[src/sv/srm_pkg.sv]
package srm_pkg;

  localparam int SINE_INDEX_BITS = 10;
  localparam int SAMPLE_BITS     = 24;

  localparam int QUARTER_BITS = SINE_INDEX_BITS - 2;
  localparam int QUARTER      = 1 << QUARTER_BITS;
  localparam int SINE_MAG_W   = 15;
  localparam int SINE_W       = SINE_MAG_W + 1;

  // datapath widths
  localparam int GAIN_W  = 17;
  localparam int LFO_W   = 18;
  localparam int MOD_W   = SAMPLE_BITS + 2;
  localparam int WET_W   = SAMPLE_BITS + 4;
  localparam int MUL_A_W = WET_W;
  localparam int MUL_B_W = GAIN_W + 1;
  localparam int PROD_W  = MUL_A_W + MUL_B_W;
  localparam int ACC_W   = PROD_W + 2;

  // configuration port
  localparam int CFG_INDEX_W = 3;
  localparam int CFG_DATA_W  = 32;

  typedef enum logic [CFG_INDEX_W-1:0] {
    REG_TONE_STEP    = 3'd0,
    REG_PHASE_OFFSET = 3'd1,
    REG_MOD_DEPTH    = 3'd2,
    REG_WET_MIX      = 3'd3,
    REG_STEREO_WIDTH = 3'd4
  } cfg_reg_t;

  localparam logic [31:0]       TONE_STEP_RST    = 32'd42852281;
  localparam logic [15:0]       PHASE_OFFSET_RST = 16'd0;
  localparam logic [GAIN_W-1:0] MOD_DEPTH_RST    = 17'd32768;
  localparam logic [GAIN_W-1:0] WET_MIX_RST      = 17'd32768;
  localparam logic [GAIN_W-1:0] STEREO_WIDTH_RST = 17'd32768;
  localparam logic [GAIN_W:0]   UNITY_GAIN       = 18'd65536;

  localparam logic signed [ACC_W-1:0] SAMPLE_MAX = ACC_W'((64'd1 << (SAMPLE_BITS - 1)) - 64'd1);
  localparam logic signed [ACC_W-1:0] SAMPLE_MIN = -SAMPLE_MAX - ACC_W'(1);

  // ---------------------------------------------------------------- sine table
  localparam logic [63:0] HALF_PI_Q30 = 64'd1686629713;

  typedef logic [SINE_MAG_W-1:0] quarter_tab_t [QUARTER];

  function automatic logic [SINE_MAG_W-1:0] quarter_sine(input int unsigned r);
    logic [63:0]        a;
    logic [63:0]        a2;
    logic [63:0]        t;
    logic signed [63:0] sum;
    logic [63:0]        val;
    a   = (64'(r) * HALF_PI_Q30) >> QUARTER_BITS;
    a2  = (a * a) >> 30;
    sum = $signed(a);
    t   = ((a * a2) >> 30) / 6;
    sum = sum - $signed(t);
    t   = ((t * a2) >> 30) / 20;
    sum = sum + $signed(t);
    t   = ((t * a2) >> 30) / 42;
    sum = sum - $signed(t);
    t   = ((t * a2) >> 30) / 72;
    sum = sum + $signed(t);
    t   = ((t * a2) >> 30) / 110;
    sum = sum - $signed(t);
    t   = ((t * a2) >> 30) / 156;
    sum = sum + $signed(t);
    if (sum < 0) begin
      sum = 0;
    end
    val = (64'(sum) * 64'd32767 + (64'd1 << 29)) >> 30;
    if (val > 64'd32767) begin
      val = 64'd32767;
    end
    return val[SINE_MAG_W-1:0];
  endfunction

  function automatic quarter_tab_t build_quarter();
    quarter_tab_t tab;
    for (int k = 0; k < QUARTER; k++) begin
      tab[k] = quarter_sine(k);
    end
    return tab;
  endfunction

  localparam quarter_tab_t           QUARTER_SINE = build_quarter();
  localparam logic [SINE_MAG_W-1:0] SINE_PEAK    = quarter_sine(QUARTER);

  // ---------------------------------------------------------------- microcode
  localparam int STEP_W = 5;
  typedef logic [STEP_W-1:0] step_t;

  localparam step_t STEP_IDLE = 5'd0;
  localparam step_t STEP_LAST = 5'd18;

  typedef enum logic [1:0] {
    SEQ_NEXT,
    SEQ_WAIT_IN,
    SEQ_FINISH,
    SEQ_JUMP0
  } seq_op_t;

  typedef enum logic [2:0] {
    MA_XL,
    MA_XR,
    MA_SINE,
    MA_SIDE,
    MA_WL,
    MA_WR
  } mul_a_t;

  typedef enum logic [2:0] {
    MB_LFO,
    MB_DEPTH,
    MB_WIDTH,
    MB_DRY,
    MB_WET
  } mul_b_t;

  typedef enum logic [1:0] {
    ACC_HOLD,
    ACC_LOAD,
    ACC_ADD
  } acc_op_t;

  typedef enum logic [2:0] {
    WB_NONE,
    WB_LFO,
    WB_ML,
    WB_MR,
    WB_MIDSIDE,
    WB_WLR,
    WB_OL,
    WB_OUT
  } wb_t;

  typedef struct packed {
    seq_op_t seq;
    logic    sine_ld;
    logic    mul_en;
    mul_a_t  mul_a;
    mul_b_t  mul_b;
    acc_op_t acc_op;
    wb_t     wb;
  } ucode_t;

  localparam ucode_t UCODE_NOP = '{
    seq: SEQ_NEXT, sine_ld: 1'b0, mul_en: 1'b0, mul_a: MA_XL, mul_b: MB_LFO,
    acc_op: ACC_HOLD, wb: WB_NONE
  };

  // Multiplier result lands in the step after mul_en; accumulator writeback reads
  // the value from before the same edge.
  function automatic ucode_t ucode_rom(input step_t s);
    ucode_t w;
    w = UCODE_NOP;
    case (s)
      5'd0:  w.seq = SEQ_WAIT_IN;
      5'd1:  w.sine_ld = 1'b1;
      5'd2:  begin w.mul_en = 1'b1; w.mul_a = MA_SINE; w.mul_b = MB_DEPTH; end
      5'd3:  w.acc_op = ACC_LOAD;
      5'd4:  w.wb = WB_LFO;
      5'd5:  begin w.mul_en = 1'b1; w.mul_a = MA_XL; w.mul_b = MB_LFO; end
      5'd6:  begin
        w.acc_op = ACC_LOAD;
        w.mul_en = 1'b1; w.mul_a = MA_XR; w.mul_b = MB_LFO;
      end
      5'd7:  begin w.wb = WB_ML; w.acc_op = ACC_LOAD; end
      5'd8:  w.wb = WB_MR;
      5'd9:  w.wb = WB_MIDSIDE;
      5'd10: begin w.mul_en = 1'b1; w.mul_a = MA_SIDE; w.mul_b = MB_WIDTH; end
      5'd11: w.acc_op = ACC_LOAD;
      5'd12: w.wb = WB_WLR;
      5'd13: begin w.mul_en = 1'b1; w.mul_a = MA_XL; w.mul_b = MB_DRY; end
      5'd14: begin
        w.acc_op = ACC_LOAD;
        w.mul_en = 1'b1; w.mul_a = MA_WL; w.mul_b = MB_WET;
      end
      5'd15: begin
        w.acc_op = ACC_ADD;
        w.mul_en = 1'b1; w.mul_a = MA_XR; w.mul_b = MB_DRY;
      end
      5'd16: begin
        w.wb = WB_OL; w.acc_op = ACC_LOAD;
        w.mul_en = 1'b1; w.mul_a = MA_WR; w.mul_b = MB_WET;
      end
      5'd17: w.acc_op = ACC_ADD;
      5'd18: begin w.wb = WB_OUT; w.seq = SEQ_FINISH; end
      default: w.seq = SEQ_JUMP0;
    endcase
    return w;
  endfunction

  function automatic logic signed [SAMPLE_BITS-1:0] saturate_sample(
    input logic signed [ACC_W-1:0] v
  );
    logic signed [ACC_W-1:0] c;
    c = v;
    if (v > SAMPLE_MAX) begin
      c = SAMPLE_MAX;
    end else if (v < SAMPLE_MIN) begin
      c = SAMPLE_MIN;
    end
    return c[SAMPLE_BITS-1:0];
  endfunction

endpackage

[src/sv/srm_in_if.sv]
interface srm_in_if;
  import srm_pkg::*;

  logic                          valid;
  logic                          ready;
  logic signed [SAMPLE_BITS-1:0] left_in;
  logic signed [SAMPLE_BITS-1:0] right_in;
  logic                          block_end;

  modport source (output valid, output left_in, output right_in, output block_end,
                  input ready);
  modport sink   (input valid, input left_in, input right_in, input block_end,
                  output ready);
endinterface

[src/sv/srm_out_if.sv]
interface srm_out_if;
  import srm_pkg::*;

  logic                          valid;
  logic                          ready;
  logic signed [SAMPLE_BITS-1:0] left_out;
  logic signed [SAMPLE_BITS-1:0] right_out;
  logic                          block_end_out;

  modport source (output valid, output left_out, output right_out, output block_end_out,
                  input ready);
  modport sink   (input valid, input left_out, input right_out, input block_end_out,
                  output ready);
endinterface

[src/sv/srm_sine_rom.sv]
module srm_sine_rom (
  input  logic                                 clk,
  input  logic                                 ld,
  input  logic [srm_pkg::SINE_INDEX_BITS-1:0]  idx,
  output logic signed [srm_pkg::SINE_W-1:0]    sine
);
  import srm_pkg::*;

  logic [1:0]              quad;
  logic [QUARTER_BITS-1:0] r;
  logic [QUARTER_BITS-1:0] r_mirror;
  logic [SINE_MAG_W-1:0]   mag;
  logic signed [SINE_W-1:0] mag_s;

  assign quad     = idx[SINE_INDEX_BITS-1 -: 2];
  assign r        = idx[QUARTER_BITS-1:0];
  assign r_mirror = QUARTER_BITS'(~r + 1'b1);

  // odd quadrants run the quarter wave backwards; their first entry is the peak
  always_comb begin
    if (!quad[0]) begin
      mag = QUARTER_SINE[r];
    end else if (r == '0) begin
      mag = SINE_PEAK;
    end else begin
      mag = QUARTER_SINE[r_mirror];
    end
  end

  assign mag_s = $signed({1'b0, mag});

  always_ff @(posedge clk) begin
    if (ld) begin
      sine <= quad[1] ? -mag_s : mag_s;
    end
  end
endmodule

[src/sv/stereo_ring_modulator.sv]
// Channel     Dir  Payload                                  Transaction
// frame_in    in   left_in, right_in, block_end             valid && ready
// frame_out   out  left_out, right_out, block_end_out       valid && ready
// cfg         in   cfg_index, cfg_data                      cfg_we
//
// A frame runs through the microprogram after its input transaction; its last
// step loads the output register. frame_in is ready only when idle, so a new
// frame waits until the previous result is loaded. The rate is set by the length
// of the microprogram driving the single shared 28x18 multiplier and accumulator.
// Reset (rst, synchronous) loads register defaults and clears the phase, the
// step counter and the output valid; the sine table is constant and needs no fill.
// While the output register is held by a stalled sink the sequencer waits on
// its last step and frame_in stays not ready.
module stereo_ring_modulator (
  input  logic                               clk,
  input  logic                               rst,
  input  logic                               cfg_we,
  input  logic [srm_pkg::CFG_INDEX_W-1:0]    cfg_index,
  input  logic [srm_pkg::CFG_DATA_W-1:0]     cfg_data,
  srm_in_if.sink                             frame_in,
  srm_out_if.source                          frame_out
);
  import srm_pkg::*;

  // configuration registers
  logic [31:0]       tone_step;
  logic [15:0]       phase_offset;
  logic [GAIN_W-1:0] mod_depth;
  logic [GAIN_W-1:0] wet_mix;
  logic [GAIN_W-1:0] stereo_width;

  // sequencer
  step_t  step;
  step_t  step_next;
  ucode_t uc;
  logic   in_take;
  logic   out_free;
  logic   advance;

  // datapath
  logic [31:0]                   osc_phase;
  logic [31:0]                   phase_sum;
  logic signed [SAMPLE_BITS-1:0] xl;
  logic signed [SAMPLE_BITS-1:0] xr;
  logic                          be;
  logic signed [SINE_W-1:0]      sine;
  logic signed [LFO_W-1:0]       lfo;
  logic signed [MOD_W-1:0]       ml;
  logic signed [MOD_W-1:0]       mr;
  logic signed [MOD_W-1:0]       mid;
  logic signed [MOD_W-1:0]       side;
  logic signed [WET_W-1:0]       wl;
  logic signed [WET_W-1:0]       wr;
  logic signed [SAMPLE_BITS-1:0] ol;
  logic signed [MUL_B_W-1:0]     dry;
  logic signed [MUL_A_W-1:0]     mul_a;
  logic signed [MUL_B_W-1:0]     mul_b;
  logic signed [PROD_W-1:0]      prod;
  logic signed [ACC_W-1:0]       acc;
  logic signed [ACC_W-1:0]       acc_s16;
  logic signed [ACC_W-1:0]       acc_s15;
  logic signed [WET_W-1:0]       sw;
  logic signed [MOD_W:0]         ms_sum;
  logic signed [MOD_W:0]         ms_diff;

  // ------------------------------------------------------------ configuration
  always_ff @(posedge clk) begin
    if (rst) begin
      tone_step    <= TONE_STEP_RST;
      phase_offset <= PHASE_OFFSET_RST;
      mod_depth    <= MOD_DEPTH_RST;
      wet_mix      <= WET_MIX_RST;
      stereo_width <= STEREO_WIDTH_RST;
    end else if (cfg_we) begin
      case (cfg_index)
        REG_TONE_STEP:    tone_step    <= cfg_data;
        REG_PHASE_OFFSET: phase_offset <= cfg_data[15:0];
        REG_MOD_DEPTH:    mod_depth    <= cfg_data[GAIN_W-1:0];
        REG_WET_MIX:      wet_mix      <= cfg_data[GAIN_W-1:0];
        REG_STEREO_WIDTH: stereo_width <= cfg_data[GAIN_W-1:0];
        default: ;
      endcase
    end
  end

  // ------------------------------------------------------------ sequencer
  assign uc       = ucode_rom(step);
  assign in_take  = frame_in.valid && frame_in.ready;
  assign out_free = !frame_out.valid || frame_out.ready;
  assign frame_in.ready = (uc.seq == SEQ_WAIT_IN);

  always_comb begin
    step_next = step;
    advance   = 1'b1;
    case (uc.seq)
      SEQ_NEXT:    step_next = step + 1'b1;
      SEQ_WAIT_IN: begin
        advance = in_take;
        if (in_take) begin
          step_next = step + 1'b1;
        end
      end
      SEQ_FINISH:  begin
        advance = out_free;
        if (out_free) begin
          step_next = STEP_IDLE;
        end
      end
      SEQ_JUMP0:   step_next = STEP_IDLE;
      default:     step_next = STEP_IDLE;
    endcase
  end

  always_ff @(posedge clk) begin
    if (rst) begin
      step <= STEP_IDLE;
    end else begin
      step <= step_next;
    end
  end

  // ------------------------------------------------------------ oscillator
  always_ff @(posedge clk) begin
    if (rst) begin
      osc_phase <= '0;
    end else if (in_take) begin
      osc_phase <= osc_phase + tone_step;
    end
  end

  always_ff @(posedge clk) begin
    if (in_take) begin
      xl <= frame_in.left_in;
      xr <= frame_in.right_in;
      be <= frame_in.block_end;
    end
  end

  assign phase_sum = osc_phase + {phase_offset, 16'd0};

  srm_sine_rom u_sine_rom (
    .clk  (clk),
    .ld   (uc.sine_ld),
    .idx  (phase_sum[31 -: SINE_INDEX_BITS]),
    .sine (sine)
  );

  // ------------------------------------------------------------ multiplier
  assign dry = $signed(UNITY_GAIN) - $signed({1'b0, wet_mix});

  always_comb begin
    case (uc.mul_a)
      MA_XL:   mul_a = MUL_A_W'(xl);
      MA_XR:   mul_a = MUL_A_W'(xr);
      MA_SINE: mul_a = MUL_A_W'(sine);
      MA_SIDE: mul_a = MUL_A_W'(side);
      MA_WL:   mul_a = wl;
      MA_WR:   mul_a = wr;
      default: mul_a = '0;
    endcase
    case (uc.mul_b)
      MB_LFO:   mul_b = lfo;
      MB_DEPTH: mul_b = $signed({1'b0, mod_depth});
      MB_WIDTH: mul_b = $signed({1'b0, stereo_width});
      MB_DRY:   mul_b = dry;
      MB_WET:   mul_b = $signed({1'b0, wet_mix});
      default:  mul_b = '0;
    endcase
  end

  always_ff @(posedge clk) begin
    if (uc.mul_en) begin
      prod <= mul_a * mul_b;
    end
  end

  always_ff @(posedge clk) begin
    case (uc.acc_op)
      ACC_LOAD: acc <= ACC_W'(prod);
      ACC_ADD:  acc <= acc + ACC_W'(prod);
      default:  ;
    endcase
  end

  // ------------------------------------------------------------ writeback
  assign acc_s16 = acc >>> 16;
  assign acc_s15 = acc >>> 15;
  assign sw      = WET_W'(acc_s16);
  assign ms_sum  = (MOD_W+1)'(ml) + (MOD_W+1)'(mr);
  assign ms_diff = (MOD_W+1)'(ml) - (MOD_W+1)'(mr);

  always_ff @(posedge clk) begin
    case (uc.wb)
      WB_LFO:     lfo <= LFO_W'(acc_s16);
      WB_ML:      ml  <= MOD_W'(acc_s15);
      WB_MR:      mr  <= MOD_W'(acc_s15);
      WB_MIDSIDE: begin
        mid  <= MOD_W'(ms_sum >>> 1);
        side <= MOD_W'(ms_diff >>> 1);
      end
      WB_WLR:     begin
        wl <= WET_W'(mid) + sw;
        wr <= WET_W'(mid) - sw;
      end
      WB_OL:      ol <= saturate_sample(acc_s16);
      default:    ;
    endcase
  end

  // ------------------------------------------------------------ output register
  always_ff @(posedge clk) begin
    if (rst) begin
      frame_out.valid <= 1'b0;
    end else if (uc.wb == WB_OUT && advance) begin
      frame_out.valid <= 1'b1;
    end else if (frame_out.ready) begin
      frame_out.valid <= 1'b0;
    end
  end

  always_ff @(posedge clk) begin
    if (uc.wb == WB_OUT && advance) begin
      frame_out.left_out      <= ol;
      frame_out.right_out     <= saturate_sample(acc_s16);
      frame_out.block_end_out <= be;
    end
  end

  // ------------------------------------------------------------ assertions
  a_out_from_last_step: assert property (@(posedge clk) disable iff (rst)
    $rose(frame_out.valid) |-> $past(step) == STEP_LAST)
    else $error("output loaded outside the final microcode step");

  a_take_starts_program: assert property (@(posedge clk) disable iff (rst)
    (frame_in.valid && frame_in.ready) |=> step == STEP_IDLE + 1'b1)
    else $error("sequencer did not leave idle after an input transaction");

  a_phase_only_on_take: assert property (@(posedge clk) disable iff (rst)
    !(frame_in.valid && frame_in.ready) |=> $stable(osc_phase))
    else $error("oscillator phase moved without an input transaction");

  a_no_take_while_busy: assert property (@(posedge clk) disable iff (rst)
    (step != STEP_IDLE) |-> !frame_in.ready)
    else $error("input ready while a frame is in progress");

endmodule
[src/flat_wrapper.sv]
// flat-port wrapper written by rule: the top's interface ports become plain ports
module stereo_ring_modulator_flat import srm_pkg::*;
  (clk, rst, cfg_we, cfg_index, cfg_data, frame_in_valid, frame_in_left_in, frame_in_right_in, frame_in_block_end, frame_in_ready, frame_out_valid, frame_out_left_out, frame_out_right_out, frame_out_block_end_out, frame_out_ready);
  srm_in_if frame_in_i ();
  srm_out_if frame_out_i ();
  input  logic clk;
  input  logic rst;
  input  logic cfg_we;
  input  logic [srm_pkg::CFG_INDEX_W-1:0] cfg_index;
  input  logic [srm_pkg::CFG_DATA_W-1:0] cfg_data;
  input wire logic [$bits(frame_in_i.valid)-1:0] frame_in_valid;
  input wire logic [$bits(frame_in_i.left_in)-1:0] frame_in_left_in;
  input wire logic [$bits(frame_in_i.right_in)-1:0] frame_in_right_in;
  input wire logic [$bits(frame_in_i.block_end)-1:0] frame_in_block_end;
  output wire logic [$bits(frame_in_i.ready)-1:0] frame_in_ready;
  output wire logic [$bits(frame_out_i.valid)-1:0] frame_out_valid;
  output wire logic [$bits(frame_out_i.left_out)-1:0] frame_out_left_out;
  output wire logic [$bits(frame_out_i.right_out)-1:0] frame_out_right_out;
  output wire logic [$bits(frame_out_i.block_end_out)-1:0] frame_out_block_end_out;
  input wire logic [$bits(frame_out_i.ready)-1:0] frame_out_ready;
  assign frame_in_i.valid = frame_in_valid;
  assign frame_in_i.left_in = frame_in_left_in;
  assign frame_in_i.right_in = frame_in_right_in;
  assign frame_in_i.block_end = frame_in_block_end;
  assign frame_in_ready = frame_in_i.ready;
  assign frame_out_valid = frame_out_i.valid;
  assign frame_out_left_out = frame_out_i.left_out;
  assign frame_out_right_out = frame_out_i.right_out;
  assign frame_out_block_end_out = frame_out_i.block_end_out;
  assign frame_out_i.ready = frame_out_ready;
  stereo_ring_modulator u_core (.clk(clk), .rst(rst), .cfg_we(cfg_we), .cfg_index(cfg_index), .cfg_data(cfg_data), .frame_in(frame_in_i), .frame_out(frame_out_i));
endmodule
[config.mk]
export PLATFORM = sky130hd
export DESIGN_NAME = stereo_ring_modulator_flat
export DESIGN_NICKNAME = d
export VERILOG_FILES = /design/src/sv/srm_pkg.sv /design/src/sv/srm_in_if.sv /design/src/sv/srm_out_if.sv /design/src/sv/srm_sine_rom.sv /design/src/sv/stereo_ring_modulator.sv /design/src/flat_wrapper.sv
export SDC_FILE = /design/constraint.sdc
export NUM_CORES = 2
export LEC_CHECK = 0
export BUFFER_PORTS_ARGS = -buffer_cell sky130_fd_sc_hd__buf_2
export CAP_MARGIN = 25
export CORE_UTILIZATION = 57
export DETAILED_ROUTE_END_ITERATION = 8
export PLACE_DENSITY = 0.74
export SLEW_MARGIN = 20
export SYNTH_ARGS = -nofsm -noshare
export SYNTH_HDL_FRONTEND = slang
export SYNTH_SLANG_ARGS = --single-unit
[constraint.sdc]
create_clock -name clk -period 11.6 [get_ports clk]
set_clock_uncertainty 0.1 [all_clocks]
set_input_delay 0.58 -clock clk [delete_from_list [all_inputs] [get_ports clk]]
set_output_delay 0.58 -clock clk [all_outputs]
set_load 0.02 [all_outputs]
# --- Word-level counts from Yosys, hierarchy flattened ---
# Memory sizes are Yosys's and may differ from the RTL's.
# Cells that the tools add are included.
# Widths: inputs -> output; s select.
totals:
  register_bits: 547
  mem_bits_ro: 7680
  input_bits: 89
  out_inout_bits: 51
  wordCells: 136
  memories: 2
mem_list:
  columns: ["memory", "depth", "word_bits", "rd", "rd_clocked_by_memory_dff", "write_ports", "line", "source"]
  rows:
  - ["(name not given)", 256, 15, 1, 0, 0, "srm_sine_rom.sv:26", "mag = QUARTER_SINE[r_mirror];"]
  - ["(name not given)", 256, 15, 1, 0, 0, "srm_sine_rom.sv:22", "mag = QUARTER_SINE[r];"]
classes:
  n_addsub: 11
  multipliers: 1
  magnitude_cmp: 4
  n_eq_ne: 45
  n_mux: 23
  bitwise_logic: 3
  reduce_logical: 21
op_table:
  columns: ["cell", "count"]
  rows:
  - ["$pmux 28 s6", 1]
  - ["$mux 15", 7]
  - ["$pmux 48 s2", 1]
  - ["$pmux 18 s5", 1]
  - ["$add 32x32->32", 2]
  - ["$pmux 7 s8", 1]
  - ["$add 48x46->48", 1]
  - ["$mux 24", 2]
  - ["$mul 28x18->46", 1]
  - ["$eq 5x4->1 const B", 8]
  - ["$gt 32x24->1 const B", 1]
  - ["$lt 32x24->1 const B", 1]
  - ["$add 26x28->28", 1]
  - ["$sub 26x28->28", 1]
  - ["$add 26x26->27", 1]
  - ["$sub 26x26->27", 1]
  - ["$eq 3x2->1 const B", 8]
  - ["$eq 3x3->1 const B", 8]
  - ["$pmux 3 s7", 1]
  - ["$eq 5x3->1 const B", 4]
  - ["$pmux 5 s4", 1]
  - ["$ge 9x9->1 const B", 2]
  - ["$not 8->9", 2]
  - ["$sub 17x17->18 const A", 1]
  - ["other kinds (29)", 50]

# --- Depth between registers and ports, before layout ---
logic_depth:
  depth_word: 11
  ltp_mapped: 42
  ltp_nobuf: 40

# --- Modules after synthesis ---
# A second synthesis with hierarchy kept.
hier_totals:
  hier_cells: 6352
  area_unflattened_um2: 56494.2
modules_own_cells:
  columns: ["mod", "instances", "cells_each", "area_each_um2"]
  rows:
  - ["stereo_ring_modulator", 1, 4843, 46449.5]
  - ["srm_sine_rom", 1, 1509, 10044.6]

# --- Worst setup path after synthesis ---
# Ideal clock, no wire load.
synth_path:
  path_kind: "register to register"
  startpoint: "reg u_core.step[2]"
  endpoint: "reg u_core.prod[44] (data pin)"
  setup_ns: 0.258
  arrival_ns: 9.841
  required_time_ns: 11.242
  setup_slack_ns: 1.401
  path_stages_with_launch: 40
  synth_period_minus_slack_ns: 10.199
  cell_sequence: "dfxtp_1 > clkbuf_1 > buf_1 > and3_1 > ha_1 > clkbuf_1 > nor2_1 > or2_2 > clkbuf_1 > o21ai_0 > and2_1 > a2111oi_0 > clkbuf_1 > nor2_1 > fa_1 > inv_1 > fa_1 > inv_1 > [... 4 more ...] > fa_1 > inv_1 > ha_1 > a21o_1 > a21o_1 > o21ba_2 > a221o_1 > o21ai_1 > a31oi_1 > o41a_1 > a211o_1 > o311ai_1 > a311oi_1 > o21a_1 > o21ai_0 > nand2b_1 > a21oi_1 > xnor2_1"
synth_via:
  elab_chain_cells: 5
synth_lines:
  columns: ["item", "line", "source"]
  rows:
  - ["start, declared", "stereo_ring_modulator.sv:33", "step_t step;"]
  - ["start signal, assigned", "stereo_ring_modulator.sv:118", "step <= step_next;"]
  - ["$eq 5x5->1 (tied with other cells)", "srm_pkg.sv:158", "case (s)"]
  - ["$pmux 7 s8 (*)", "srm_pkg.sv:158", null]
  - ["$eq 3x3->1 (tied with other cells)", "stereo_ring_modulator.sv:152", "case (uc.mul_a)"]
  - ["$pmux 28 s6 or $pmux 18 s5 (tied branches)", "stereo_ring_modulator.sv:152, stereo_ring_modulator.sv:161", null]
  - ["$mul 28x18->46 (*)", "stereo_ring_modulator.sv:173", "prod <= mul_a * mul_b;"]
  - ["end signal, assigned", "stereo_ring_modulator.sv:173", null]
  - ["end, declared", "stereo_ring_modulator.sv:58", "logic signed [PROD_W-1:0] prod;"]
# Mark *: on every way between the ends. The rest lies on a longest branch, timed or not.
# A chain may end at the register's enable or synchronous reset.

# --- Worst setup path in the final report ---
layout_path:
  startpoint: "reg u_core.step[3]"
  endpoint: "reg u_core.prod[45] (data pin)"
# Same word-level chain as after synthesis.

==> results.py <==
metrics = {
    "timing": {
        "hold_ws_ns": 0.04639,
        "fin_crit_sh": 0.9425,
        "tightest_slew_ns": 1.153,
        "rsz0062_at_grt": "false",
        "hold_violations": 0,
        "max_freq_mhz": 91.47,
        "setup_ws_ns": 0.6670,
        "period_minus_slack_ns": 10.93,
        "final-setup-viol-count": 0,
        "maxSlewViolCount": 0,
        "slew_headroom": 0.2316,
        "final.setup.tns_ns": 0,
    },
    "logic_synthesis": {
        "yosysTopAreaCellShare": 0.2172,
        "yosysWarnings": 0,
        "synth_area_leaders": "edfxtp_1 (22%), fa_1 (18%), ha_1 (8.2%)",
        "yosysTopAreaCell": "edfxtp_1",
        "syn_nets": 7364,
        "async_flop_share": 0,
        "syn_inst": 6406,
        "ys_ff_latch": 546,
        "synth.distinct_cells": 109,
        "synth.cell_area_mm2": 0.05656,
        "ys.flop_type": "edfxtp_1",
        "synth_area_per_cell_um2": 8.829,
        "synth_edf_count": 409,
        "ys_seq_area_frac": 0.2657,
    },
    "drt": {
        "vias_per_cell": 6.592,
        "drtIter0Drc": 6751,
        "totalWireLength_um": 208200,
        "drt_pass1_iterations": 7,
        "via_count": 51310,
        "drc": 0,
        "avgRoutedWirePerCell_um": 26.75,
        "postRouteAntennaNets": 0,
    },
    "run": {
        "maxCapViolations": 0,
    },
    "layout": {
        "nets": 7401,
        "area_delta_synth_final_pct": 8.621,
        "final_area_mm2": 0.06143,
        "drive_gt1_frac": 0.08994,
    },
    "worst_setup_path": {
        "worstPathRequired_ns": 11.89,
        "path_class": "reg2reg",
        "crit_slowest_cell": "a41o_1",
        "cpMostUsedCell": "fa_1",
        "r2r_start": "u_core.step[3]",
        "cp-start-kind": "flop",
        "timing.rr.end": "u_core.prod[45]",
        "slowest_delay_ns": 0.84,
        "crit_fanout": 19,
        "worst_ep_arrival_time_ns": 11.22,
        "rr_worst_depth": 31,
        "r2r_slack_ns": 0.67,
        "endpoint_kind": "flop",
    },
    "clock_tree": {
        "clock_sinks": 546,
        "cts_buffers": 59,
        "insertion_delay_ns": 0.69,
        "cts_buffer_depth": 3,
        "cts_setup_buffers": 0,
        "path_clk_slew_ns": 0.06,
        "cts_tree": "built",
        "clockRootBuffer": "clkbuf_16",
        "htreeDepth": 2,
    },
    "worst_hold_path": {
        "min_from": "cfg_data[26]",
        "hold_end": "u_core.tone_step[26]",
        "hp-class": "in2reg",
        "hold_depth": 3,
    },
    "floorplan": {
        "start_util": 0.5755,
        "die-height_um": 317.0,
        "rows": 115,
        "die_x_um": 317.0,
        "io_pins": 140,
        "core_area_mm2": 0.09828,
        "die_area_mm2": 0.1005,
    },
    "global_routing": {
        "grt_usage": 0.4108,
        "grt_pass1_vias": 48840,
        "grt_max_degree": 100,
        "grt_pass1_wl_um": 308800,
        "antenna_found_initial": 5,
        "gr-total-overflow": 0,
    },
    "placement": {
        "io_buffers": 139,
        "dp_slack_ns": 0.8825,
        "gp_congestion": 1.054,
        "hpwl_um": 153600,
        "placed_area_mm2": 0.05888,
    },
    "status": {
        "status": "completed",
    },
}
worst max path at each step:
stage / from / end / slack [ns] / cells after the start
finish: u_core.step[3] / u_core.prod[45] / 0.67 / 31
global route: u_core.step[4] / u_core.prod[45] / 0.21 / 35
global placement: u_core.step[4] / u_core.prod[45] / 1.11 / 35
CTS: u_core.step[4] / u_core.prod[45] / 0.81 / 36
detailed placement: u_core.step[4] / u_core.prod[45] / 0.88 / 36
floorplan: u_core.step[2] / u_core.prod[44] / 1.40 / 39
cells in the mapped netlist, drive strengths merged, types with 19 or more instances:
| master | number |
|---|---|
| a21oi | 469 |
| or3 | 29 |
| nand2 | 773 |
| xnor2 | 164 |
| mux2 | 37 |
| nor2b | 48 |
| nand3b | 24 |
| a311oi | 32 |
| ha | 370 |
| o21ai | 267 |
| o221ai | 21 |
| nor2 | 521 |
| edfxtp | 409 |
| a222oi | 24 |
| inv | 783 |
| o2111ai | 23 |
| xor2 | 79 |
| o211ai | 68 |
| nor3 | 123 |
| a21o | 85 |
| o22ai | 23 |
| a211oi | 101 |
| dfxtp | 137 |
| o21bai | 30 |
| a31oi | 71 |
| o311ai | 42 |
| buf | 96 |
| nor4 | 32 |
| nand4 | 30 |
| nand3 | 118 |
| clkbuf | 297 |
| fa | 499 |
| nand2b | 55 |
| and3 | 37 |
| and2 | 40 |
| a221oi | 37 |
| o31ai | 36 |
| o21a | 59 |
| a221o | 39 |
| a211o | 19 |
| a22o | 23 |
timing repair:
action / in CTS / in global routing
hold buffers: 50 / 0
gates resized for setup: 0 / 1
hold endpoints to repair: 50 / 0
setup endpoints to repair: 0 / 1
layout make-up:
cell class	count	area (um^2)
antenna	4	10.01
clock buffer	63	1501
clock inverter	48	538.0
fill	8349	36840
inverter	787	2955
multi-input combinational	4680	37200
sequential	546	15020
tap	1287	1610
timing repair buffer	369	2590
per-layer routing:
metal / GRT usage / up-vias / wire length (um)
met4: 0.1646 / 2 / 9713
met1: 0.6002 / 25040 / 86570
li1: - / 22280 / -
met3: 0.1067 / 633 / 26670
met5: 0 / - / 12
met2: 0.5770 / 3359 / 85270
cell usage in the layout, fill, tap and decap left out, types with 30 or more instances in the layout:
cell type	instances
nand2b_1	55
and2_1	37
a221oi_1	35
nand3_1	115
fa_1	499
edfxtp_1	409
buf_2	138
xor2_1	79
a21o_1	85
o211ai_1	68
o31ai_1	34
ha_1	367
mux2_2	37
o311ai_0	34
xnor2_1	160
nor4_1	31
a311oi_1	30
nor2b_1	47
nand2_1	769
and3_1	37
nor2_1	511
a31oi_1	70
dfxtp_1	137
a211oi_1	97
a21oi_1	453
o21a_1	59
dlygate4sd3_1	50
inv_1	776
a221o_1	39
buf_4	177
o21ai_0	247
nor3_1	107
clkbuf_16	59
worst max-delay path, delay by kind of cell (launching register included):
family / cells / cell delay (ns)
AOI/OAI and AO/OA: 11 / 4.19
adders and majority gates: 8 / 3.78
buffers and inverters: 4 / 0.47
and+or+nand+nor: 7 / 1.31
xor gates and xnor gates: 1 / 0.13
DFF: 1 / 0.66
cells by family (layout without fill, tap and decap cells):
logic type / after synthesis / after routing / share of synthesized area
compound gates: 1640 / 1640 / 0.1986
xor+xnor: 243 / 243 / 0.03790
fa+ha+maj: 869 / 869 / 0.2585
buf+inv: 1180 / 1267 / 0.08108
flops: 546 / 546 / 0.2657
mux: 52 / 52 / 0.01053
other cells: 0 / 4 / 0
simple gates: 1876 / 1876 / 0.1477
through the flow:
| step | utilization | std cells |
|---|---|---|
| 3_5_place_dp | 0.5991 | 7619 |
| 3_3_place_gp | 0.5984 | 7614 |
| 6_report | 0.6251 | 7784 |
| 2_1_floorplan | - | 6406 |
| 4_1_cts | 0.6250 | 7780 |
| 5_1_grt | 0.6250 | 7781 |
state kept, by name, summed over array words and instances (netlist names), 26 cells and up:
| signal | flops |
|---|---|
| u_core.prod | 46 |
| u_core.wl | 27 |
| u_core.mr | 26 |
| u_core.ml | 26 |
| u_core.tone_step | 32 |
| u_core.osc_phase | 32 |
| u_core.mid | 26 |
| u_core.wr | 28 |
| u_core.side | 26 |
| u_core.acc | 48 |
Power is not shown: default switching activity piles up to over one toggle a cycle in this logic, so the estimate is an artifact.
